`src/rtl/rasr_pkg.sv`:
```
// ----------------------------------------------------------------------------
// rasr_pkg
// Shared types and constants of the rational add, subtract and reduce block.
// ----------------------------------------------------------------------------
`default_nettype none

package rasr_pkg;

  localparam int unsigned WIDTH_DEFAULT = 32;

  // Result field widths.
  localparam int unsigned NUM_W = 32;
  localparam int unsigned DEN_W = 31;

  typedef enum logic [1:0] {
    CMD_REDUCE  = 2'd0,
    CMD_ADD     = 2'd1,
    CMD_SUB     = 2'd2,
    CMD_COMPARE = 2'd3
  } cmd_t;

  typedef enum logic [1:0] {
    ST_OK       = 2'd0,
    ST_ZERO_DEN = 2'd1,
    ST_OVERFLOW = 2'd2
  } status_t;

  // Control between the sequencer and the divider.
  typedef struct packed {
    logic go;
  } div_req_t;

  typedef struct packed {
    logic busy;
    logic done;
  } div_stat_t;

endpackage

`default_nettype wire

```
`src/rtl/rasr_div.sv`:
```
// ----------------------------------------------------------------------------
// rasr_div
// Unsigned restoring divider, one quotient bit per cycle.
// ----------------------------------------------------------------------------
`default_nettype none

module rasr_div #(
  parameter int unsigned W = 64
) (
  input  wire logic                clk,
  input  wire logic                rst,
  input  wire rasr_pkg::div_req_t  req,
  input  wire logic [W-1:0]        dividend,
  input  wire logic [W-1:0]        divisor,
  output rasr_pkg::div_stat_t      stat,
  output logic [W-1:0]             quotient,
  output logic [W-1:0]             remainder
);

  localparam int unsigned CW = $clog2(W + 1);

  logic [W-1:0]  dvs;
  logic [W-1:0]  rem;
  logic [W-1:0]  quo;
  logic [CW-1:0] count;
  logic          busy;
  logic          done;
  logic [W:0]    trial;
  logic [W:0]    shifted;

  always_comb begin
    shifted = {rem, quo[W-1]};
    trial   = shifted - {1'b0, dvs};
  end

  always_ff @(posedge clk) begin
    if (rst) begin
      busy  <= 1'b0;
      done  <= 1'b0;
      count <= '0;
    end else begin
      done <= 1'b0;
      if (req.go && !busy) begin
        busy  <= 1'b1;
        count <= CW'(W);
        rem   <= '0;
        quo   <= dividend;
        dvs   <= divisor;
      end else if (busy) begin
        if (trial[W]) begin
          rem <= shifted[W-1:0];
          quo <= {quo[W-2:0], 1'b0};
        end else begin
          rem <= trial[W-1:0];
          quo <= {quo[W-2:0], 1'b1};
        end
        count <= count - 1'b1;
        if (count == CW'(1)) begin
          busy <= 1'b0;
          done <= 1'b1;
        end
      end
    end
  end

  assign stat.busy = busy;
  assign stat.done = done;
  assign quotient  = quo;
  assign remainder = rem;

  a_done_pulse: assert property (@(posedge clk) disable iff (rst)
    done |=> !done) else $error("divider done longer than one cycle");
  a_done_after_busy: assert property (@(posedge clk) disable iff (rst)
    done |-> $past(busy)) else $error("divider done without work");
  a_no_restart: assert property (@(posedge clk) disable iff (rst)
    busy && count != CW'(1) |=> busy) else $error("divider stopped early");

endmodule

`default_nettype wire

```
`config.mk`:
```
export PLATFORM = sky130hd
export DESIGN_NAME = rasr_div
export DESIGN_NICKNAME = d
export VERILOG_FILES = /design/src/rtl/rasr_pkg.sv /design/src/rtl/rasr_div.sv
export SDC_FILE = /design/constraint.sdc
export NUM_CORES = 1
export LEC_CHECK = 0
export BUFFER_PORTS_ARGS = -buffer_cell sky130_fd_sc_hd__buf_2
export CORE_MARGIN = 1.5
export CORE_UTILIZATION = 25
export CTS_BUF_LIST = sky130_fd_sc_hd__clkbuf_4 sky130_fd_sc_hd__clkbuf_8
export CTS_CLUSTER_SIZE = 10
export DETAILED_ROUTE_END_ITERATION = 10
export HOLD_SLACK_MARGIN = 0.05
export SYNTH_ARGS = -nofsm -noshare
export SYNTH_HDL_FRONTEND = slang
export SYNTH_SLANG_ARGS = --single-unit
```
`constraint.sdc`:
```
create_clock -name clk -period 8.1 [get_ports clk]
set_input_delay 0.405 -clock clk [delete_from_list [all_inputs] [get_ports clk]]
set_output_delay 0.405 -clock clk [all_outputs]
set_load 0.05 [all_outputs]
```
==> results.toml <==
[power]
ir_drop_mv = 0.132
p_leak_uw = 0.00693
power_density_mw_per_mm2 = 227

[cts]
clk_pin_slew_worst_paths_ns = 0.06
cts_inserted_buffers = 41
cts-root-buf = "clkbuf_8"
postCtsSetupBuffers = 0
cts_buffer_depth = 3
cts.sinks = 201
htree_levels = 2
clk_latency_ns = 0.62
cts_tree = "yes"

[logic_synthesis]
ys_warn_count = 0
synth_nets = 1525
synth.avg_cell_area_sq_um = 9.23
yosys.cell_types.count = 61
synth_seq_cells = 201
yosys-top-cells-area = "edfxtp_1 (47%), nand2_1 (7.8%), ha_1 (6.7%), a21oi_1 (5.3%), o21ai_0 (3.5%)"
syn_inst = 1327
synth.most_common_cell = "nand2_1"
synth_seq_area_share_pct = 48.5
synth_ff_type = "edfxtp_1"
syn_area_sq_mm = 0.0123
yosys-top-cells-count = "nand2_1 (255), edfxtp_1 (192), a21oi_1 (130), o21ai_0 (86), inv_1 (83)"
synth-edff-count = 192
synth_top_area_share_pct = 47.1
synthArstFlopShare_pct = 0
synth_top_area_cell = "edfxtp_1"

[routing]
viasPerCell = 4.87
routedWlPerCell_um = 17.5
drcViolationCount = 0
detail-route-antenna-nets = 0
drt_iter0_markers = 665
vias = 11358
wl_um = 40900
dr.pass1.iters = 5

[placement]
portBuffers = 260
place.gp.congestion = 0.917
placed_area_sq_mm = 0.0141
dp_hpwl_um = 29200
dp_slack_ns = 3.24

[grt]
antenna_found_initial = 2
first_global_vias = 11259
grt_pass1_wl_um = 63300
grt-ovfl-total = 0
grt_usage_pct = 16.0
grt_max_degree = 66

[outcome]
status = "finished, final reports clean"

[setup_path]
startpoint_type = "flop"
critPathMaxFanout = 59
worstPathRequired_ns = 8.55
critPathKind = "flop to flop"
arrival_ns = 5.28
worstSetupEndpointType = "flop"

[timing]
fin_crit_ns = 4.83
slew_viol_final = 0
clock_skew_ns = 0.0336
hold_viol_final = 0
slew_headroom_pct = 25.7
tightest_slew_ns = 1.11
finalWorstSetupSlack_ns = 3.27
setup_violations = 0
fin_crit_sh_pct = 59.7
finalSetupTns_ns = 0
rsz0062_at_grt = "no"
fmax_ghz = 0.207

[floorplan]
start_util_pct = 25.5
io_pins = 261
coreArea_sq_mm = 0.0480
rows = 80
fp.dieW_um = 224
die_h_um = 224
die-area_sq_mm = 0.0503

[cells_and_area]
nNetsFinal = 1883
drive_above_1_share_pct = 20.4
area_growth_pct = 31.9
design_area_sq_mm = 0.0162

[job]
maxCapViolCount = 0

[hold_path]
hp-class = "input port to flop"
[final timing paths]
| path | startpoint | endpoint | slack, ns | cells after the start |
|---|---|---|---|---|
| min reg2reg | count[6]$_SDFFE_PP0N_ | count[6]$_SDFFE_PP0N_ | 0.48 | 1 |
| max | quotient[63]$_DFFE_PP_ | remainder[0]$_SDFFCE_PP0P_ | 3.27 | 13 |
| min | dividend[63] | quotient[63]$_DFFE_PP_ | 0.13 | 3 |
| max reg2reg | quotient[63]$_DFFE_PP_ | remainder[0]$_SDFFCE_PP0P_ | 3.27 | 13 |
[per-stage QoR]
step	util [%]	hold slack [ns]	power (uW)	instances
after floorplan	-	0.433	2260	1327
after global placement	29.4	0.461	2560	2133
after detailed placement	29.4	0.474	2570	2133
after CTS	33.6	0.0714	3720	2332
after global routing	33.6	0.0941	3880	2334
final	33.6	0.130	3670	2334
[critical path: stages (launching register included)]
cell	delay, ns
edfxtp_1	0.37
inv_1	0.05
ha_1	0.22
fa_1	0.39
nand2b_1	0.19
a21o_1	0.18
and2_1	0.17
o21a_1	0.24
o32a_1	0.36
a31o_2	0.32
a211oi_4	0.36
o21a_2	0.92
nor2_1	0.54
a211oi_1	0.34
[state kept, by name, summed over array words and instances (netlist names)]
name,count
busy,1
count,7
done,1
dvs,64
quotient,64
remainder,64
[cells in the final DEF (no fill, tap or decap), types with 10 or more instances in the layout]
master | netlist | routed
a211oi_1 | 11 | 11
a21o_1 | 36 | 36
a21oi_1 | 130 | 130
a31oi_1 | 10 | 10
buf_2 | 11 | 260
buf_4 | 6 | 10
clkbuf_8 | 0 | 42
clkinv_1 | 0 | 12
clkinv_2 | 0 | 10
dlygate4sd3_1 | 0 | 124
edfxtp_1 | 192 | 192
ha_1 | 66 | 66
inv_1 | 83 | 83
nand2_1 | 255 | 255
nand2b_1 | 11 | 10
nand3_1 | 61 | 61
nand4_1 | 32 | 32
nor2_1 | 63 | 61
nor3_1 | 11 | 11
o21ai_0 | 86 | 86
o21ai_1 | 11 | 10
o21bai_1 | 13 | 13
or3_1 | 10 | 10
xnor2_1 | 41 | 41
xor2_1 | 18 | 18
[kinds of logic after synthesis]
| kind of cell | synth area share (%) |
|---|---|
| compound gates | 17.7 |
| xor+xnor | 4.22 |
| fa+ha+maj | 6.90 |
| buf+inv | 5.26 |
| flops | 48.5 |
| simple gates | 17.4 |
[what timing repair did]
item / in CTS / in global routing
setup endpoints to repair: 0 / 0
hold endpoints to repair: 125 / 0
gates resized for setup: 0 / 0
hold buffers: 124 / 0
[area by class of cell]
class | instances | area, sq um
Antenna cell | 2 | 5.00
Clock buffer | 49 | 631
Clock inverter | 26 | 175
Fill cell | 4980 | 31900
Inverter | 83 | 312
Multi-Input combinational cell | 964 | 5700
Sequential cell | 201 | 5950
Tap cell | 615 | 769
Timing Repair Buffer | 394 | 2620
[layer usage]
metal,track usage [%],vias to the layer above,share of wire [%]
met2,26.4,444,46
li1,-,5473,-
met4,4.59,0,2.3
met1,20.2,5383,43
met5,0,-,0
met3,4.92,58,7.9
[power breakdown]
group | switching (uW) | internal, uW
Sequential | 65.9 | 1270
Clock | 487 | 583
Combinational | 844 | 422
Power figures use the tool's default switching activity.
